**config.mk**
```make
export PLATFORM = sky130hd
export DESIGN_NAME = ebus_master_transaction_core
export DESIGN_NICKNAME = d
export VERILOG_FILES = /design/src/hdl/ebusmt_pkg.sv /design/src/hdl/ebus_master_transaction_core.sv
export SDC_FILE = /design/constraint.sdc
export NUM_CORES = 1
export LEC_CHECK = 0
export BUFFER_PORTS_ARGS = -buffer_cell sky130_fd_sc_hd__buf_2
export CAP_MARGIN = 20
export CORE_ASPECT_RATIO = 1.1
export CORE_MARGIN = 2
export CORE_UTILIZATION = 26
export CTS_CLUSTER_DIAMETER = 50
export CTS_CLUSTER_SIZE = 24
export DETAILED_ROUTE_END_ITERATION = 12
export PLACE_DENSITY = 0.51
export SLEW_MARGIN = 20
export SYNTH_ARGS = -nofsm -noshare
export SYNTH_HDL_FRONTEND = slang
export SYNTH_SLANG_ARGS = --single-unit
export TNS_END_PERCENT = 100
```
**constraint.sdc**
```tcl
create_clock -name clk_i -period 12.8 [get_ports clk_i]
set_input_delay 1.92 -clock clk_i [delete_from_list [all_inputs] [get_ports clk_i]]
set_output_delay 1.92 -clock clk_i [all_outputs]
set_load 0.005 [all_outputs]
```
**src/hdl/ebusmt_pkg.sv**
```systemverilog
`timescale 1ns / 1ps
// ----------------------------------------------------------------------------
// ebusmt_pkg
// Shared types, constants and the CRC-8 step for the eBUS master core.
// ----------------------------------------------------------------------------
package ebusmt_pkg;

  localparam int MaxTelegramDef = 32;   // default telegram store capacity
  localparam int ResDepth       = 4;    // result queue entries

  localparam logic [7:0] CrcPoly = 8'h9B;
  localparam logic [7:0] SynByte = 8'hAA;
  localparam logic [7:0] AckByte = 8'h00;
  localparam logic [7:0] NakByte = 8'hFF;
  localparam logic [7:0] TopBit  = 8'h80;

  // telegram_type codes
  localparam logic [1:0] TypeMasterMaster = 2'd1;
  localparam logic [1:0] TypeMasterSlave  = 2'd2;
  localparam logic [1:0] TypeBroadcast    = 2'd3;

  // input action codes
  localparam logic ActLoad    = 1'b0;
  localparam logic ActReceive = 1'b1;

  // result kinds
  localparam logic KindTx     = 1'b0;
  localparam logic KindStatus = 1'b1;

  // status codes
  localparam logic [7:0] StOk       = 8'd0;
  localparam logic [7:0] StCrcBad   = 8'd1;
  localparam logic [7:0] StSlaveNak = 8'd2;
  localparam logic [7:0] StEchoErr  = 8'd3;
  localparam logic [7:0] StOverflow = 8'd4;

  typedef enum logic [2:0] {
    PH_LOADING   = 3'b001,
    PH_RECEIVING = 3'b010,
    PH_DONE      = 3'b100
  } phase_e;

  typedef struct packed {
    logic       kind;
    logic [7:0] value;
    logic       last;
  } res_t;

  // eBUS bit-serial CRC-8: shift data in MSB first, xor poly on carry out
  function automatic logic [7:0] crc_step(input logic [7:0] crc, input logic [7:0] b);
    logic [7:0] c;
    logic [7:0] d;
    logic       top;
    c = crc;
    d = b;
    for (int i = 0; i < 8; i++) begin
      top = (c & TopBit) != 8'h00;
      c   = {c[6:0], d[7]};
      if (top) begin
        c = c ^ CrcPoly;
      end
      d = {d[6:0], 1'b0};
    end
    return c;
  endfunction

endpackage

```
**src/hdl/ebus_master_transaction_core.sv**
```systemverilog
`timescale 1ns / 1ps
// ----------------------------------------------------------------------------
// ebus_master_transaction_core
// eBUS master telegram engine: load, transmit with CRC, echo check, answer.
// ----------------------------------------------------------------------------
// Usage: each input item is either a telegram byte to load (tuser = 0, tlast
// marks the final byte) or a byte seen on the bus (tuser = 1). Loaded bytes
// come straight back as transmit items; the final one is followed by the
// CRC-8 (poly 0x9B) and, for broadcast, by SYN. Bus bytes are checked against
// the stored echo, then the slave answer is collected and the core replies
// ACK/NAK (not for master-master) and SYN and posts a status item (tuser = 1).
// Each input item yields zero to three result items, which go into a four-entry
// result queue that drains one item per cycle while the output is ready. The
// input is ready whenever the queue has room for three results, so items flow
// back to back as long as the output keeps pace. telegram_type is to be written
// on the cfg channel only while the core is idle; the core does not enforce this.
module ebus_master_transaction_core #(
  parameter int MAX_TELEGRAM = ebusmt_pkg::MaxTelegramDef
) (
  input  logic       clk_i,
  input  logic       rst_ni,
  // configuration: telegram_type
  input  logic       cfg_valid_i,
  output logic       cfg_ready_o,
  input  logic [1:0] cfg_data_i,
  // input items
  input  logic       s_axis_tvalid,
  output logic       s_axis_tready,
  input  logic [7:0] s_axis_tdata,   // [7:0] data_byte
  input  logic       s_axis_tuser,   // [0] action
  input  logic       s_axis_tlast,   // end_of_message
  // result items
  output logic       m_axis_tvalid,
  input  logic       m_axis_tready,
  output logic [7:0] m_axis_tdata,   // [7:0] value
  output logic       m_axis_tuser,   // [0] kind
  output logic       m_axis_tlast    // last result of its input item
);
  import ebusmt_pkg::*;

  localparam int CntW = $clog2(MAX_TELEGRAM + 1);  // holds 0..MAX_TELEGRAM
  localparam int IdxW = $clog2(MAX_TELEGRAM);      // store address
  localparam int PtrW = $clog2(ResDepth);
  localparam int QcW  = $clog2(ResDepth + 1);

  // ---------------------------------------------------------------- state
  logic [1:0]      type_q;
  phase_e          phase_q, phase_d;
  logic [CntW-1:0] sent_q, sent_d;
  logic [CntW-1:0] echo_q, echo_d;
  logic [8:0]      ans_cnt_q, ans_cnt_d;
  logic [7:0]      ans_first_q, ans_first_d;
  logic [7:0]      ans_len_q, ans_len_d;
  logic [7:0]      crc_q, crc_d;
  logic [7:0]      crc_sent_q, crc_sent_d;   // CRC byte of the telegram

  // telegram store (data bytes only; CRC is held in crc_sent_q)
  logic [7:0]      sent_mem [MAX_TELEGRAM];
  logic [7:0]      rd_q;                      // prefetched mem[echo index]
  logic            mem_we;
  logic [IdxW-1:0] mem_waddr;
  logic [IdxW-1:0] mem_raddr;

  // result queue
  res_t            resq_q [ResDepth];
  logic [PtrW-1:0] wr_ptr_q, rd_ptr_q;
  logic [QcW-1:0]  qcnt_q;

  // per-item results
  res_t            res [3];
  logic [1:0]      res_n;

  // ---------------------------------------------------------------- handshake
  logic in_acc, out_acc;
  assign cfg_ready_o   = 1'b1;
  assign s_axis_tready = qcnt_q <= QcW'(ResDepth - 3);
  assign in_acc        = s_axis_tvalid && s_axis_tready;
  assign m_axis_tvalid = qcnt_q != '0;
  assign out_acc       = m_axis_tvalid && m_axis_tready;
  assign m_axis_tdata  = resq_q[rd_ptr_q].value;
  assign m_axis_tuser  = resq_q[rd_ptr_q].kind;
  assign m_axis_tlast  = resq_q[rd_ptr_q].last;

  // ---------------------------------------------------------------- item logic
  logic            restart;
  logic [CntW-1:0] cnt_eff;
  logic [7:0]      crc_eff, crc_new, expected, first_eff;
  logic            in_echo, bad_crc;
  logic [8:0]      ans_end;

  always_comb begin
    phase_d     = phase_q;
    sent_d      = sent_q;
    echo_d      = echo_q;
    ans_cnt_d   = ans_cnt_q;
    ans_first_d = ans_first_q;
    ans_len_d   = ans_len_q;
    crc_d       = crc_q;
    crc_sent_d  = crc_sent_q;
    res_n       = 2'd0;
    for (int k = 0; k < 3; k++) begin
      res[k] = '0;
    end
    mem_we    = 1'b0;
    restart   = phase_q != PH_LOADING;
    cnt_eff   = restart ? '0 : sent_q;
    crc_eff   = restart ? 8'h00 : crc_q;
    crc_new   = crc_step(crc_eff, s_axis_tdata);
    mem_waddr = cnt_eff[IdxW-1:0];
    in_echo   = echo_q < sent_q;
    // last echo position is the CRC byte
    expected  = (echo_q == sent_q - CntW'(1)) ? crc_sent_q : rd_q;
    first_eff = (ans_cnt_q == 9'd0) ? s_axis_tdata : ans_first_q;
    ans_end   = {1'b0, ans_len_q} + 9'd2;
    bad_crc   = (ans_first_q == AckByte) && (s_axis_tdata != crc_q);

    if (in_acc && s_axis_tuser == ActLoad) begin
      if (restart) begin
        // drop whatever transaction was running
        phase_d     = PH_LOADING;
        echo_d      = '0;
        ans_cnt_d   = '0;
        ans_first_d = '0;
        ans_len_d   = '0;
      end
      if ({1'b0, cnt_eff} + (CntW + 1)'(2) > (CntW + 1)'(MAX_TELEGRAM)) begin
        res[0]      = '{kind: KindStatus, value: StOverflow, last: 1'b0};
        res_n       = 2'd1;
        phase_d     = PH_LOADING;
        sent_d      = '0;
        echo_d      = '0;
        ans_cnt_d   = '0;
        ans_first_d = '0;
        ans_len_d   = '0;
        crc_d       = '0;
      end else begin
        mem_we = 1'b1;
        sent_d = cnt_eff + CntW'(1);
        crc_d  = crc_new;
        res[0] = '{kind: KindTx, value: s_axis_tdata, last: 1'b0};
        res_n  = 2'd1;
        if (s_axis_tlast) begin
          crc_sent_d = crc_new;
          sent_d     = cnt_eff + CntW'(2);
          res[1]     = '{kind: KindTx, value: crc_new, last: 1'b0};
          res_n      = 2'd2;
          if (type_q == TypeBroadcast) begin
            res[2]  = '{kind: KindTx, value: SynByte, last: 1'b0};
            res_n   = 2'd3;
            phase_d = PH_DONE;
          end else begin
            phase_d   = PH_RECEIVING;
            echo_d    = '0;
            ans_cnt_d = '0;
            crc_d     = '0;
          end
        end
      end
    end else if (in_acc && phase_q == PH_RECEIVING) begin
      if (s_axis_tdata == SynByte || (in_echo && s_axis_tdata != expected)) begin
        res[0]  = '{kind: KindStatus, value: StEchoErr, last: 1'b0};
        res_n   = 2'd1;
        phase_d = PH_DONE;
      end else if (in_echo) begin
        echo_d = echo_q + CntW'(1);
      end else begin
        if (ans_cnt_q == 9'd0) begin
          ans_first_d = s_axis_tdata;
        end
        if (ans_cnt_q == 9'd1) begin
          ans_len_d = s_axis_tdata;
        end
        if (type_q <= TypeMasterMaster) begin
          // master-master (type 0 too): one answer byte closes the exchange
          res[0]  = '{kind: KindTx, value: SynByte, last: 1'b0};
          res[1]  = '{kind: KindStatus,
                      value: (first_eff == NakByte) ? StSlaveNak : StOk, last: 1'b0};
          res_n   = 2'd2;
          phase_d = PH_DONE;
        end else if (ans_cnt_q == 9'd0 && s_axis_tdata == NakByte) begin
          res[0]  = '{kind: KindTx, value: AckByte, last: 1'b0};
          res[1]  = '{kind: KindTx, value: SynByte, last: 1'b0};
          res[2]  = '{kind: KindStatus, value: StSlaveNak, last: 1'b0};
          res_n   = 2'd3;
          phase_d = PH_DONE;
        end else if (ans_cnt_q >= 9'd2 && ans_cnt_q == ans_end) begin
          // answer CRC byte
          res[0]  = '{kind: KindTx, value: bad_crc ? NakByte : AckByte, last: 1'b0};
          res[1]  = '{kind: KindTx, value: SynByte, last: 1'b0};
          res[2]  = '{kind: KindStatus, value: bad_crc ? StCrcBad : StOk, last: 1'b0};
          res_n   = 2'd3;
          phase_d = PH_DONE;
        end else begin
          if (ans_cnt_q != 9'd0) begin
            crc_d = crc_step(crc_q, s_axis_tdata);
          end
          ans_cnt_d = ans_cnt_q + 9'd1;
        end
      end
    end

    for (int k = 0; k < 3; k++) begin
      res[k].last = (2'(k) == res_n - 2'd1);
    end
  end

  assign mem_raddr = echo_d[IdxW-1:0];

  // ---------------------------------------------------------------- registers
  always_ff @(posedge clk_i or negedge rst_ni) begin
    if (!rst_ni) begin
      type_q      <= TypeMasterSlave;
      phase_q     <= PH_LOADING;
      sent_q      <= '0;
      echo_q      <= '0;
      ans_cnt_q   <= '0;
      ans_first_q <= '0;
      ans_len_q   <= '0;
      crc_q       <= '0;
      wr_ptr_q    <= '0;
      rd_ptr_q    <= '0;
      qcnt_q      <= '0;
    end else begin
      if (cfg_valid_i && cfg_ready_o) begin
        type_q <= cfg_data_i;
      end
      phase_q     <= phase_d;
      sent_q      <= sent_d;
      echo_q      <= echo_d;
      ans_cnt_q   <= ans_cnt_d;
      ans_first_q <= ans_first_d;
      ans_len_q   <= ans_len_d;
      crc_q       <= crc_d;
      wr_ptr_q    <= wr_ptr_q + PtrW'(res_n);
      if (out_acc) begin
        rd_ptr_q <= rd_ptr_q + PtrW'(1);
      end
      qcnt_q <= qcnt_q + QcW'(res_n) - QcW'(out_acc);
    end
  end

  // payload registers
  always_ff @(posedge clk_i) begin
    crc_sent_q <= crc_sent_d;
    for (int k = 0; k < 3; k++) begin
      if (2'(k) < res_n) begin
        resq_q[wr_ptr_q + PtrW'(k)] <= res[k];
      end
    end
  end

  // telegram store, write-first read of the next echo position
  always_ff @(posedge clk_i) begin
    if (mem_we) begin
      sent_mem[mem_waddr] <= s_axis_tdata;
    end
    if (mem_we && mem_waddr == mem_raddr) begin
      rd_q <= s_axis_tdata;
    end else begin
      rd_q <= sent_mem[mem_raddr];
    end
  end

  // ---------------------------------------------------------------- checks
  a_queue_bound: assert property (@(posedge clk_i) disable iff (!rst_ni)
    qcnt_q <= QcW'(ResDepth))
    else $error("result queue count beyond depth");

  a_recv_has_crc: assert property (@(posedge clk_i) disable iff (!rst_ni)
    phase_q == PH_RECEIVING |-> sent_q >= CntW'(2))
    else $error("receiving without a stored telegram and CRC");

  a_echo_bound: assert property (@(posedge clk_i) disable iff (!rst_ni)
    echo_q <= sent_q && sent_q <= CntW'(MAX_TELEGRAM))
    else $error("echo index or sent count out of range");

  a_load_clean: assert property (@(posedge clk_i) disable iff (!rst_ni)
    phase_q == PH_LOADING |-> echo_q == '0 && ans_cnt_q == '0)
    else $error("loading with stale echo or answer state");

  a_accept_room: assert property (@(posedge clk_i) disable iff (!rst_ni)
    in_acc |=> qcnt_q <= QcW'(ResDepth))
    else $error("accepted item overfilled result queue");

endmodule

```
==> After elaboration in Yosys (flattened, before gate mapping) <==
Memories as Yosys holds them, arrays and structs flattened. A register that Yosys moved wholly into a read port is not among the register bits.
Index checks and enable logic that the tools add are counted.
Widths: inputs -> output; s select.
{ "op_classes": {"bitwise_logic": 18, "eq_ne": 21, "n_reduce_logical": 26, "n_lt_le_gt_ge": 8, "add_sub_neg": 14, "mux": 166} }
{ "op_table": {"columns": ["cell", "count"], "rows": [
  ["$mux 8", 98],
  ["$mux 9", 12],
  ["$mux 30", 3],
  ["$not 5->5", 16],
  ["$mux 6", 11],
  ["$mux 29", 2],
  ["$mux 19", 3],
  ["$mux 3", 11],
  ["$mux 10", 3],
  ["$eq 8x8->1 const B", 3],
  ["$mux 2", 10],
  ["$mux 20", 1],
  ["$ne 8x8->1", 2],
  ["$add 6x1->6 const B", 2],
  ["$mux 1", 12],
  ["$add 8x2->9 const B", 1],
  ["$add 9x1->9 const B", 1],
  ["$eq 9x1->1 const B", 1],
  ["$eq 9x9->1", 1],
  ["$ge 9x2->1 const B", 1],
  ["$logic_not 9->1", 1],
  ["$reduce_bool 9->1", 1],
  ["$logic_and 1x1->1", 8],
  ["$logic_not 8->1", 1],
  ["36 further kinds", 48]
]} }
{ "totals": {"ramBits": 296, "elab_cells": 268, "out_inout_bits": 13, "reg_bits": 65, "memories": 2} }
{ "mem_list": {"columns": ["name", "words", "width", "rd", "rd_ports_with_merged_regs", "wr", "line", "source"], "rows": [
  ["sent_mem", 32, 8, 1, 1, 1, "ebus_master_transaction_core.sv:58", "logic [7:0] sent_mem [MAX_TELEGRAM];"],
  ["resq_q", 4, 10, 1, 0, 3, "ebus_master_transaction_core.sv:65", "res_t resq_q [ResDepth];"]
]} }

==> Logic depth before layout (Yosys ltp) <==
Gate-level depths: netlist (run 1).
{ "depth": {"ltp_word": 80, "ltp_mapped": 22, "ltp_nobuf": 20} }

==> Worst setup path before layout (run 1) <==
OpenSTA, ideal clock, no wires.
{ "synth_timing": {"kind": "input-to-reg", "from": "input port s_axis_tdata[7]", "to": "register qcnt_q[2]", "setup_slack_ns": 7.742, "cell_stages": 15, "setup_time_ns": 0.123, "n_path_buf": 2, "t_arrival_ns": 4.935, "t_required_ns": 12.677, "cell_sequence": "buf_1 > nand4_1 > nor3_1 > o221ai_1 > a21boi_0 > o21bai_2 > clkinv_2 > buf_6 > ha_1 > inv_1 > ha_1 > inv_1 > fa_1 > xor2_1 > xnor2_1"} }
{ "synth_via": {"elab_chain_len": 10} }
{ "synth_lines": {"columns": ["element", "line", "source"], "rows": [
  ["start: declaration", "ebus_master_transaction_core.sv:29", "input logic [7:0] s_axis_tdata,"],
  ["$eq 8x8->1", "ebus_master_transaction_core.sv:180", "end else if (ans_cnt_q == 9'd0 && s_axis_tdata == NakByte) begin"],
  ["$logic_and 1x1->1", "ebus_master_transaction_core.sv:180", null],
  ["$mux 2", "ebus_master_transaction_core.sv:180", null],
  ["$mux 2", "ebus_master_transaction_core.sv:173", "if (type_q <= TypeMasterMaster) begin"],
  ["$mux 2", "ebus_master_transaction_core.sv:164", "end else if (in_echo) begin"],
  ["$mux 2 (*)", "ebus_master_transaction_core.sv:160", "if (s_axis_tdata == SynByte || (in_echo && s_axis_tdata != expected)) begin"],
  ["$mux 2 (*)", "ebus_master_transaction_core.sv:159", "end else if (in_acc && phase_q == PH_RECEIVING) begin"],
  ["$mux 2 (*)", "ebus_master_transaction_core.sv:117", "if (in_acc && s_axis_tuser == ActLoad) begin"],
  ["$add 3x2->3 (*)", "ebus_master_transaction_core.sv:238", "qcnt_q <= qcnt_q + QcW'(res_n) - QcW'(out_acc);"],
  ["$sub 3x1->3 (*)", "ebus_master_transaction_core.sv:238", null],
  ["end signal: assignment", "ebus_master_transaction_core.sv:238", null],
  ["end: declaration", "ebus_master_transaction_core.sv:67", "logic [QcW-1:0] qcnt_q;"]
]} }
Every way passes the cells marked *; elsewhere a longest branch is shown, timed or not.
A chain may end at the register's enable or synchronous reset.

==> metrics, run 1 <==
CP Capture Type=flip-flop; Unique masters post-synth=84; hold path depth=2; Maximum Capacitance Violations=0; period utilization=48.1%; Worst Hold Class=flip-flop to flip-flop; Post-Route WL=48000 um; final setup violating endpoints=0; Final nets=1373; status=finished clean; initial core utilization=26.3%; clock root buffer=clkbuf_16; async set-or-reset flop fraction in the synthesized netlist=15.6%; Clk pin slew, worst setup/hold paths=0.07 ns; layout cell share with drive strength beyond 1=13.8%; filler cell count in the final layout=6640; R2R cell count=18; clk_lat worst skew=0.58 ns; Synthesis Warnings=0; number of setup buffers added after CTS=0; # resized after CTS=0; max incr delay on CP=0.66 ns; fin crit period=6.16 ns; Chip Height=276 um; peak supply drop=0.0711 mV; placer congestion estimate=0.859; Worst EP required=13.24 ns; Worst Path Max Fanout=40; die width=251 um; CP max stage cell=buf_4; CP startpoint kind=flip-flop; wire per inst=21.6 um; critical-path cell list=buf_4, buf_4, mux4_2, and2_1, o221ai_1, a221o_1, o311ai_0, a2111oi_0, and4_1, o21bai_2, clkinv_2, ha_1, inv_1, ha_1, inv_1, fa_1, xor2_1, xnor2_1; Crit Path Class=flip-flop to flip-flop; vias in the first global route=11513; placed instance area=0.0185 mm2; # diodes=0; post-layout util=29.9%; first-pass iteration count of the detailed router=5; Fin. Hold Viols=0; DR vias/cell=5.17; CTS tree=built; # clock sinks=366; FF+latch count, synth=366; Syn Inst Count=1316; r2r endpoint=qcnt_q[2]; Die ar.=0.0693 mm2; first-pass GRT wire length=72700 um; crit path capture=qcnt_q[2]; ANT nets after route=0; core footprint=0.0664 mm2; Final Cell Area=0.0199 mm2; area grow syn2layout=13.7%; Power Density=169 mW/mm2; reg-to-reg setup timing slack=6.64 ns; HPWL after DPL=31700 um; Post-synth EDFFs=292; FF/Latch Area=0.0105 mm2; RSZ-0062 raised after global routing=no; Worst Tran Pin Value=1.06 ns; fmax=162 MHz; starting DRC count in detailed routing=1303; area of the multi-input gates=0.00642 mm2; Mapped Nets=1356; I/O Pins=30; Via Count=11479; Post-route DRC=0; Top FF cell, synth=edfxtp_1; TritonCTS Buffers=39; pin count of the biggest net entering global routing=58; Max Root-Sink Buffers=3; WP data arrival=6.60 ns; CTS Hold Buffers Added=0; Setup TNS Final=0 ns; Port Buffer Count=28; clk_skew=0.0429 ns; H-tree levels=2; Overall Global Routing Usage=13.8%; Max Slew Vio Count=0; cell row count=99; initial antenna violation count=0; global route overflow=0; share of the yosys chip area belonging to registers=60.3%; Rel. slew slack=29.3%; synthesized area=0.0175 mm2; leakage=6.55 nW; Avg Inst Size Synth=13.3 um2
[final cells by class]
cell class | instances | share of cell area (%)
Clock buffer | 40 | 4.93
Clock inverter | 31 | 1.93
Inverter | 48 | 0.913
Multi-Input combinational cell | 831 | 32.3
Sequential cell | 366 | 53.1
Tap cell | 858 | 5.40
Timing Repair Buffer | 47 | 1.42
[stage by stage]
| step | worst slack (ns) | std cells | power [mW] | hold WS [ns] |
|---|---|---|---|---|
| CTS | 6.65 | 2221 | 3.39 | 0.460 |
| floorplan | 7.74 | 1316 | 1.97 | 0.432 |
| detailed placement | 6.66 | 2150 | 2.19 | 0.452 |
| global placement | 6.76 | 2150 | 2.18 | 0.442 |
| finish | 6.64 | 2221 | 3.36 | 0.460 |
| global route | 6.20 | 2221 | 3.52 | 0.483 |
[routing by layer]
layer  global-route usage [%]  vias to the layer above  share of wire (%)
li1                         -                     5158                  -
met1                     18.2                     5829                 44
met2                     23.2                      413                 48
met3                     2.41                       79                5.8
met4                     4.42                        0                2.6
met5                        0                        -                  0
[layout by cell type, fill, tap and decap left out, types with 35 or more instances in the layout]
cell and n:
mux2i_1 88, xnor2_1 48, mux4_2 44, nand3_1 35
o21ai_0 56, nand2_1 80, dfrtp_1 55, a21oi_1 40
inv_1 45, nor2_1 89, clkbuf_16 39, edfxtp_1 292
[flip-flops by register name, summed over array words and instances, names as in the netlist, named ones only]
| name | cells |
|---|---|
| sent_mem | 256 |
| ans_first_q | 8 |
| ans_cnt_q | 9 |
| type_q | 2 |
| sent_q | 6 |
| crc_sent_q | 8 |
| resq_q | 40 |
| rd_ptr_q | 2 |
| qcnt_q | 3 |
| phase_q | 3 |
| crc_q | 8 |
| ans_len_q | 8 |
| echo_q | 6 |
| wr_ptr_q | 2 |
[synth_stat cells (4+ instances only)]
cell type | number | share of area [%]
a211oi_1 | 4 | 0.17
a21o_1 | 12 | 0.52
a21oi_1 | 40 | 1.1
a221o_1 | 5 | 0.29
a221oi_1 | 4 | 0.20
a22o_1 | 17 | 0.85
a22oi_1 | 6 | 0.26
a311oi_1 | 9 | 0.45
a31oi_1 | 16 | 0.57
a32oi_1 | 6 | 0.30
and2_1 | 12 | 0.43
and3_1 | 11 | 0.39
and4_1 | 4 | 0.20
buf_1 | 5 | 0.11
buf_2 | 16 | 0.46
buf_4 | 8 | 0.34
buf_6 | 4 | 0.26
clkbuf_1 | 38 | 0.82
dfrtp_1 | 55 | 7.9
dfxtp_1 | 17 | 1.9
edfxtp_1 | 292 | 50
ha_1 | 22 | 1.6
inv_1 | 45 | 0.97
mux2_2 | 4 | 0.26
mux2i_1 | 88 | 5.0
mux4_2 | 44 | 5.7
nand2_1 | 80 | 1.7
nand2b_1 | 6 | 0.21
nand3_1 | 35 | 1.0
nand4_1 | 18 | 0.64
nor2_1 | 89 | 1.9
nor2b_1 | 4 | 0.14
nor3_1 | 20 | 0.57
nor4_1 | 7 | 0.25
o211ai_1 | 8 | 0.34
o21a_1 | 14 | 0.60
o21ai_0 | 56 | 1.6
o221ai_1 | 28 | 1.4
o22ai_1 | 27 | 0.97
or3_1 | 4 | 0.14
xnor2_1 | 48 | 2.4
xor2_1 | 24 | 1.2
[cell families (layout without fill, tap and decap cells)]
family	after synthesis	in the layout	synth area share [%]
flip-flops	366	366	60.3
AND/OR/NAND/NOR	310	310	8.55
AO/OA/AOI/OAI	289	289	11.8
multiplexers	136	136	11.0
buffers and inverters	119	166	3.02
XOR/XNOR	72	72	3.61
adder cells (fa/ha/maj)	23	23	1.69
other	1	1	0.0215
[worst max-delay path: cells and delay by family (launching register included)]
kind	cells	cell delay [ns]
fa+ha+maj	3	0.77
buf+inv	5	1.66
flops	1	0.57
xor+xnor	2	0.28
compound gates	5	1.37
mux	1	0.57
simple gates	2	0.77
[how the worst min path moves through the flow]
stage	slack, ns	end	from
detailed placement	0.45	resq_q[1][7]	resq_q[1][7]
finish	0.46	resq_q[1][7]	resq_q[1][7]
CTS	0.46	resq_q[1][7]	resq_q[1][7]
global route	0.48	resq_q[1][7]	resq_q[1][7]
floorplan	0.43	resq_q[1][3]	resq_q[1][3]
global placement	0.44	resq_q[1][7]	resq_q[1][7]
[report_power, final]
| part | switching (mW) | internal [mW] | total [mW] |
|---|---|---|---|
| clock network | 0.541 | 0.654 | 1.20 |
| logic | 0.407 | 0.283 | 0.690 |
| registers | 0.113 | 1.37 | 1.48 |
| total | 1.06 | 2.30 | 3.36 |
Note: power is estimated with default switching activity, not from simulation.
==> inputs of run 2 (changes only) <==
==> constraint.sdc (replaced) <==
create_clock -name clk_i -period 6 [get_ports clk_i]
set_input_delay 0.9 -clock clk_i [delete_from_list [all_inputs] [get_ports clk_i]]
set_output_delay 0.9 -clock clk_i [all_outputs]
set_load 0.005 [all_outputs]
==> run 2 against run 1 <==
Flip-flop and latch count is the same. Clock-buffer cell count rose by 4. Via count up 0.26%. Die area unchanged. Fmax is 14% higher. Global-route usage grew 0.55 points. Total power rose by 110%. Register-to-register slack worse by 6.0 ns. Combinational power increased by 110%. Core utilization rose by 0.087 points.
==> metrics, run 2 (synthesis gave the netlist of run 1 again) <==
Power Density=359 mW/mm2 (+110%); peak supply drop=0.179 mV (+150%); Worst Hold Class=primary input to asynchronous set/reset pin; number of setup buffers added after CTS=0 (unchanged); I/O Pins=30 (unchanged); # diodes=0 (unchanged); Post-Route WL=49900 um (+4.0%); switching power=2.30 mW (+120%); Via Count=11509 (+0.26%); Worst EP required=6.47 ns (-6.77 ns); Final nets=1385 (+0.87%); Die ar.=0.0693 mm2 (unchanged); clock share of power=35.2% (-0.3 points); clock root buffer=clkbuf_16; final setup violating endpoints=0 (unchanged); Max Root-Sink Buffers=3 (unchanged); switching part of the total=32.2% (+0.60 points); r2r endpoint=qcnt_q[2]; R2R cell count=16 (-2); clk_skew=0.0468 ns (+0.00385 ns); area grow syn2layout=14.0%; Overall Global Routing Usage=14.4% (+0.55 points); CP startpoint kind=flip-flop; first-pass iteration count of the detailed router=6 (+1); filler cell count in the final layout=6711 (+1.1%); HPWL after DPL=34100 um (+7.7%); Clk pin slew, worst setup/hold paths=0.08 ns (about the same); Fin. Hold Viols=0 (unchanged); post-layout util=30.0% (+0.087 points); Maximum Capacitance Violations=0 (unchanged); initial core utilization=26.3% (unchanged); CTS Hold Buffers Added=0 (unchanged); # resized after CTS=0 (unchanged); leakage=6.60 nW (+0.67%); Max Slew Vio Count=0 (unchanged); Setup TNS Final=0 ns (unchanged); cell row count=99 (unchanged); WP data arrival=5.87 ns (-0.73 ns); Port Buffer Count=28 (unchanged); most frequent cells in the layout=edfxtp_1, nor2_1, mux2i_1, nand2_1, o21ai_0; Rel. slew slack=34.4% (+5.1 points); leading cell type in the layout, fill and taps excluded=edfxtp_1; first-pass GRT wire length=75000 um (+3.0%); starting DRC count in detailed routing=1255 (-3.7%); max FFs per register=256 (unchanged); fin crit period=5.40 ns (-0.760 ns); Biggest register=sent_mem; # clock sinks=366 (unchanged); layout cell share with drive strength beyond 1=14.5% (+0.74 points); Chip Height=276 um (unchanged); placer congestion estimate=0.851 (-1.0%); period utilization=90.0% (+42 points); Crit Path Class=flip-flop to flip-flop; clk_lat worst skew=0.59 ns (about the same); Comb power frac=20.8% (+0.3 points); Top Registers=sent_mem x256, resq_q x40, ans_cnt_q x9; status=finished clean; TritonCTS Buffers=40 (+2.6%); global route overflow=0 (unchanged); H-tree levels=2 (unchanged); DR vias/cell=5.15 (-0.32%); wire per inst=22.3 um (+3.4%); CP Capture Type=flip-flop; Post-route DRC=0 (unchanged); Worst Tran Pin Value=0.984 ns (-0.0725 ns); sequential power share=44.0% (about the same); core footprint=0.0664 mm2 (unchanged); die width=251 um (unchanged); Worst Path Max Fanout=24 (-40%); reg-to-reg setup timing slack=0.60 ns (-6.04 ns); worst hold margin=0.465 ns (+0.00559 ns); pin count of the biggest net entering global routing=58 (unchanged); fmax=185 MHz (+14%); cell internal pwr=4.85 mW (+110%); vias in the first global route=11478 (-0.30%); CTS tree=built; RSZ-0062 raised after global routing=no; ANT nets after route=0 (unchanged); initial antenna violation count=0 (unchanged)
## run 2: cell types whose count changed in the layout (fill, tap and decap cells not counted), moves of 2 or more
cell / change
clkbuf_16: +2
inv_16: -2
bufinv_16: -3
buf_4: +11
clkbuf_1: +2
inv_6: +2
clkinv_1: -2
clkinv_4: -2
inv_12: +3
## run 2: metal layers
metal  vias to the layer above  part of all wire, %  global-route usage [%]
met5                         -                    0                       0
met4                         0                  3.1                    4.84
met3                        98                  5.3                    2.49
met2                       389                   47                    23.4
met1                      5852                   44                    19.4
li1                       5170                    -                       -
## run 2: how the worst max path moves through the flow
stage,start,endpoint,cells after the start
2_1_floorplan,phase_q[0],qcnt_q[2],21
3_3_place_gp,flip-flop,qcnt_q[2],16
3_5_place_dp,flip-flop,qcnt_q[2],15
5_1_grt,flip-flop,qcnt_q[2],16
6_report,flip-flop,qcnt_q[2],16
4_1_cts,flip-flop,qcnt_q[2],15
## run 2: worst max-delay path, stage by stage, from the launching register on
cell and delay [ns]:
dfxtp_1 0.85, nand2_1 0.65, o221ai_1 0.56, o22ai_1 0.18, nor4_1 0.44, a211o_1 0.17
a32oi_1 0.07, and4_1 0.32, o21bai_2 0.46, clkinv_2 0.34, ha_1 0.35, inv_1 0.05
ha_1 0.12, inv_1 0.05, fa_1 0.37, xor2_1 0.16, xnor2_1 0.12
## run 2: area by class of cell
cell class / instances / area, um2 / share of cell area, %
flip-flops and latches: 366 / 10500 / 52.9
multi-input cells: 831 / 6410 / 32.2
well taps: 858 / 1070 / 5.39
clock buffers: 44 / 1040 / 5.21
repair buffers: 58 / 365 / 1.83
clock inverters: 29 / 308 / 1.55
inverters: 48 / 181 / 0.911
## run 2: power by group through the flow
| stage | clock, mW | sequential, mW | combinational (mW) |
|---|---|---|---|
| 6_report | 2.52 | 3.15 | 1.48 |
| 5_1_grt | 2.66 | 3.18 | 1.64 |
| 4_1_cts | 2.56 | 3.15 | 1.48 |
| 3_5_place_dp | 0 | 3.20 | 1.47 |
| 3_3_place_gp | 0 | 3.20 | 1.46 |
| 2_1_floorplan | 0 | 3.08 | 1.13 |
## run 2: metrics by stage
stage	total power [mW]	area, um2	cells	worst slack, ns
after detailed placement	4.67	18600	2161	0.655
after floorplan	4.21	17500	1316	1.52
after global placement	4.66	18600	2161	0.582
after CTS	7.19	19900	2234	0.634
after global routing	7.47	19900	2234	0.207
final	7.15	19900	2234	0.599
==> inputs of run 3 (changes only) <==
--- a/config.mk
+++ b/config.mk
@@ -13,6 +13,7 @@
 export CTS_CLUSTER_DIAMETER = 50
 export CTS_CLUSTER_SIZE = 24
 export DETAILED_ROUTE_END_ITERATION = 12
+export MAX_ROUTING_LAYER = met4
 export PLACE_DENSITY = 0.51
 export SLEW_MARGIN = 20
 export SYNTH_ARGS = -nofsm -noshare
==> run 3 against run 2 <==
Setup slack improved by 0.050 ns. Sequential power about the same. Flip-flop and latch count unchanged. Clock power about the same. Hold slack improved by 0.0032 ns. Clock skew increased by 0.0012 ns. Combinational power about the same. Sequential share of layout area unchanged. First-iteration DRC count increased by 1.6%. Total power about the same. Fmax increased by 0.93%. Critical path type unchanged.
==> metrics, run 3 (synthesis gave the netlist of run 1 again) <==
max FFs per register=256 (unchanged); max incr delay on CP=0.86 ns (about the same); layout cell share with drive strength beyond 1=14.5% (unchanged); Overall Global Routing Usage=14.8% (+0.43 points); CTS tree=built; vias in the first global route=11514 (+0.31%); Comb power frac=20.7% (about the same); # resized after CTS=0 (unchanged); Biggest register=sent_mem; Final nets=1385 (unchanged); area grow syn2layout=14.0% (unchanged); starting DRC count in detailed routing=1275 (+1.6%); clock share of power=35.2% (about the same); core footprint=0.0664 mm2 (unchanged); # clock sinks=366 (unchanged); most frequent cells in the layout=edfxtp_1, nor2_1, mux2i_1, nand2_1, o21ai_0; clk_skew=0.0480 ns (+0.00120 ns); Max Root-Sink Buffers=3 (unchanged); placed instance area=0.0186 mm2 (unchanged); cell internal pwr=4.85 mW (about the same); fin crit period=5.35 ns (-0.0498 ns); # diodes=0 (unchanged); WP data arrival=5.81 ns (-0.06 ns); pin count of the biggest net entering global routing=58 (unchanged); Worst Path Max Fanout=24 (unchanged); Die ar.=0.0693 mm2 (unchanged); Power Density=359 mW/mm2 (about the same); DR vias/cell=5.13 (-0.43%); Maximum Capacitance Violations=0 (unchanged); worst path bufs/invs=3 (unchanged); Clk pin slew, worst setup/hold paths=0.08 ns (about the same); placer congestion estimate=0.864 (+1.6%); wire per inst=22.3 um (-0.37%); H-tree levels=2 (unchanged); HPWL after DPL=34100 um (unchanged); first-pass GRT wire length=74800 um (-0.19%); Final Cell Area=0.0199 mm2 (unchanged); Most Used Layer, Global Route=met2; Max Slew Vio Count=0 (unchanged); Rel. slew slack=34.2% (-0.22 points); Port Buffer Count=28 (unchanged); Chip Height=276 um (unchanged); final setup violating endpoints=0 (unchanged); initial core utilization=26.3% (unchanged); Worst EP required=6.46 ns (about the same); CTS Hold Buffers Added=0 (unchanged); initial antenna violation count=0 (unchanged); switching part of the total=32.1% (-0.036 points); ANT nets after route=0 (unchanged); critical-path cell list=nand2_1, o221ai_1, o22ai_1, nor4_1, a211o_1, a32oi_1, and4_1, o21bai_2, clkinv_2, ha_1, inv_1, ha_1, inv_1, fa_1, xor2_1, xnor2_1; die width=251 um (unchanged); switching power=2.30 mW (-0.17%); first-pass iteration count of the detailed router=5 (-1); met3 usage=2.45% (-0.038 points); leading cell type in the layout, fill and taps excluded=edfxtp_1; sequential power share=44.0% (about the same); period utilization=89.2% (-0.83 points); peak supply drop=0.178 mV (-0.43%); met1 usage=19.4% (about the same); TritonCTS Buffers=40 (unchanged); Top Registers=sent_mem x256, resq_q x40, ans_cnt_q x9; cell row count=99 (unchanged); clk_lat worst skew=0.59 ns (about the same); Post-Route WL=49700 um (-0.37%); status=finished clean; leakage=6.60 nW (unchanged); Via Count=11459 (-0.43%); CP startpoint kind=flip-flop; I/O Pins=30 (unchanged); clock root buffer=clkbuf_16; Fin. Hold Viols=0 (unchanged); filler cell count in the final layout=6711 (unchanged); Worst Tran Pin Value=0.988 ns (+0.00335 ns); number of setup buffers added after CTS=0 (unchanged); Worst Hold Class=flip-flop to flip-flop; cell family with most CP delay=compound AO/OA/AOI/OAI gates; CP max stage cell=dfxtp_1; Crit Path Class=flip-flop to flip-flop; CP Capture Type=flip-flop; met2 usage=23.4% (about the same); RSZ-0062 raised after global routing=no; fmax=187 MHz (+0.93%); Setup TNS Final=0 ns (unchanged); Post-route DRC=0 (unchanged); global route overflow=0 (unchanged)
## run 3: cell counts in the layout (fill, tap and decap cells not counted)
No cell type changed its count.
## run 3: tightest hold or removal path, cell delays in order, from the launching register on
cell	delay [ns]
dfxtp_1	0.31
nand2_1	0.06
mux2i_1	0.05
## run 3: power by group through the flow
stage               registers [mW]  logic (mW)  clock network [mW]
detailed placement            3.20        1.47                   0
floorplan                     3.08        1.13                   0
global route                  3.18        1.64                2.66
global placement              3.20        1.46                   0
finish                        3.15        1.48                2.52
CTS                           3.15        1.48                2.56
## run 3: final timing paths
kind                       slack [ns]         start  cells past startpoint             end
hold reg to reg                  0.47  resq_q[1][3]                      2    resq_q[1][3]
min in group asynchronous        0.48        rst_ni                      2       qcnt_q[0]
max in group asynchronous        4.95        rst_ni                      2  ans_first_q[3]
hold / removal                   0.47  resq_q[1][3]                      2    resq_q[1][3]
setup reg to reg                 0.65     flip-flop                     16       qcnt_q[2]
setup / recovery                 0.65     flip-flop                     16       qcnt_q[2]
## run 3: area by class of cell
cell class	instances	area, um2	area share [%]
Sequential cell	366	10500	52.9
Clock inverter	29	308	1.55
Tap cell	858	1070	5.39
Clock buffer	44	1040	5.21
Inverter	48	181	0.911
Timing Repair Buffer	58	365	1.83
Multi-Input combinational cell	831	6410	32.2
## run 3: metal layers
metal | routed length (um) | up-vias
li1 | - | 5172
met1 | 21900 | 5815
met2 | 23400 | 381
met3 | 2910 | 91
met4 | 1510 | 0
met5 | 0 | -
## run 3: through the flow
| stage | utilization [%] | hold WS (ns) | power (mW) | setup WS [ns] | instances |
|---|---|---|---|---|---|
| final | 30.0 | 0.469 | 7.15 | 0.649 | 2234 |
| after detailed placement | 28.0 | 0.458 | 4.67 | 0.655 | 2161 |
| after global placement | 28.0 | 0.443 | 4.66 | 0.582 | 2161 |
| after floorplan | - | 0.432 | 4.21 | 1.52 | 1316 |
| after global routing | 30.0 | 0.491 | 7.47 | 0.217 | 2234 |
| after CTS | 30.0 | 0.470 | 7.19 | 0.634 | 2234 |
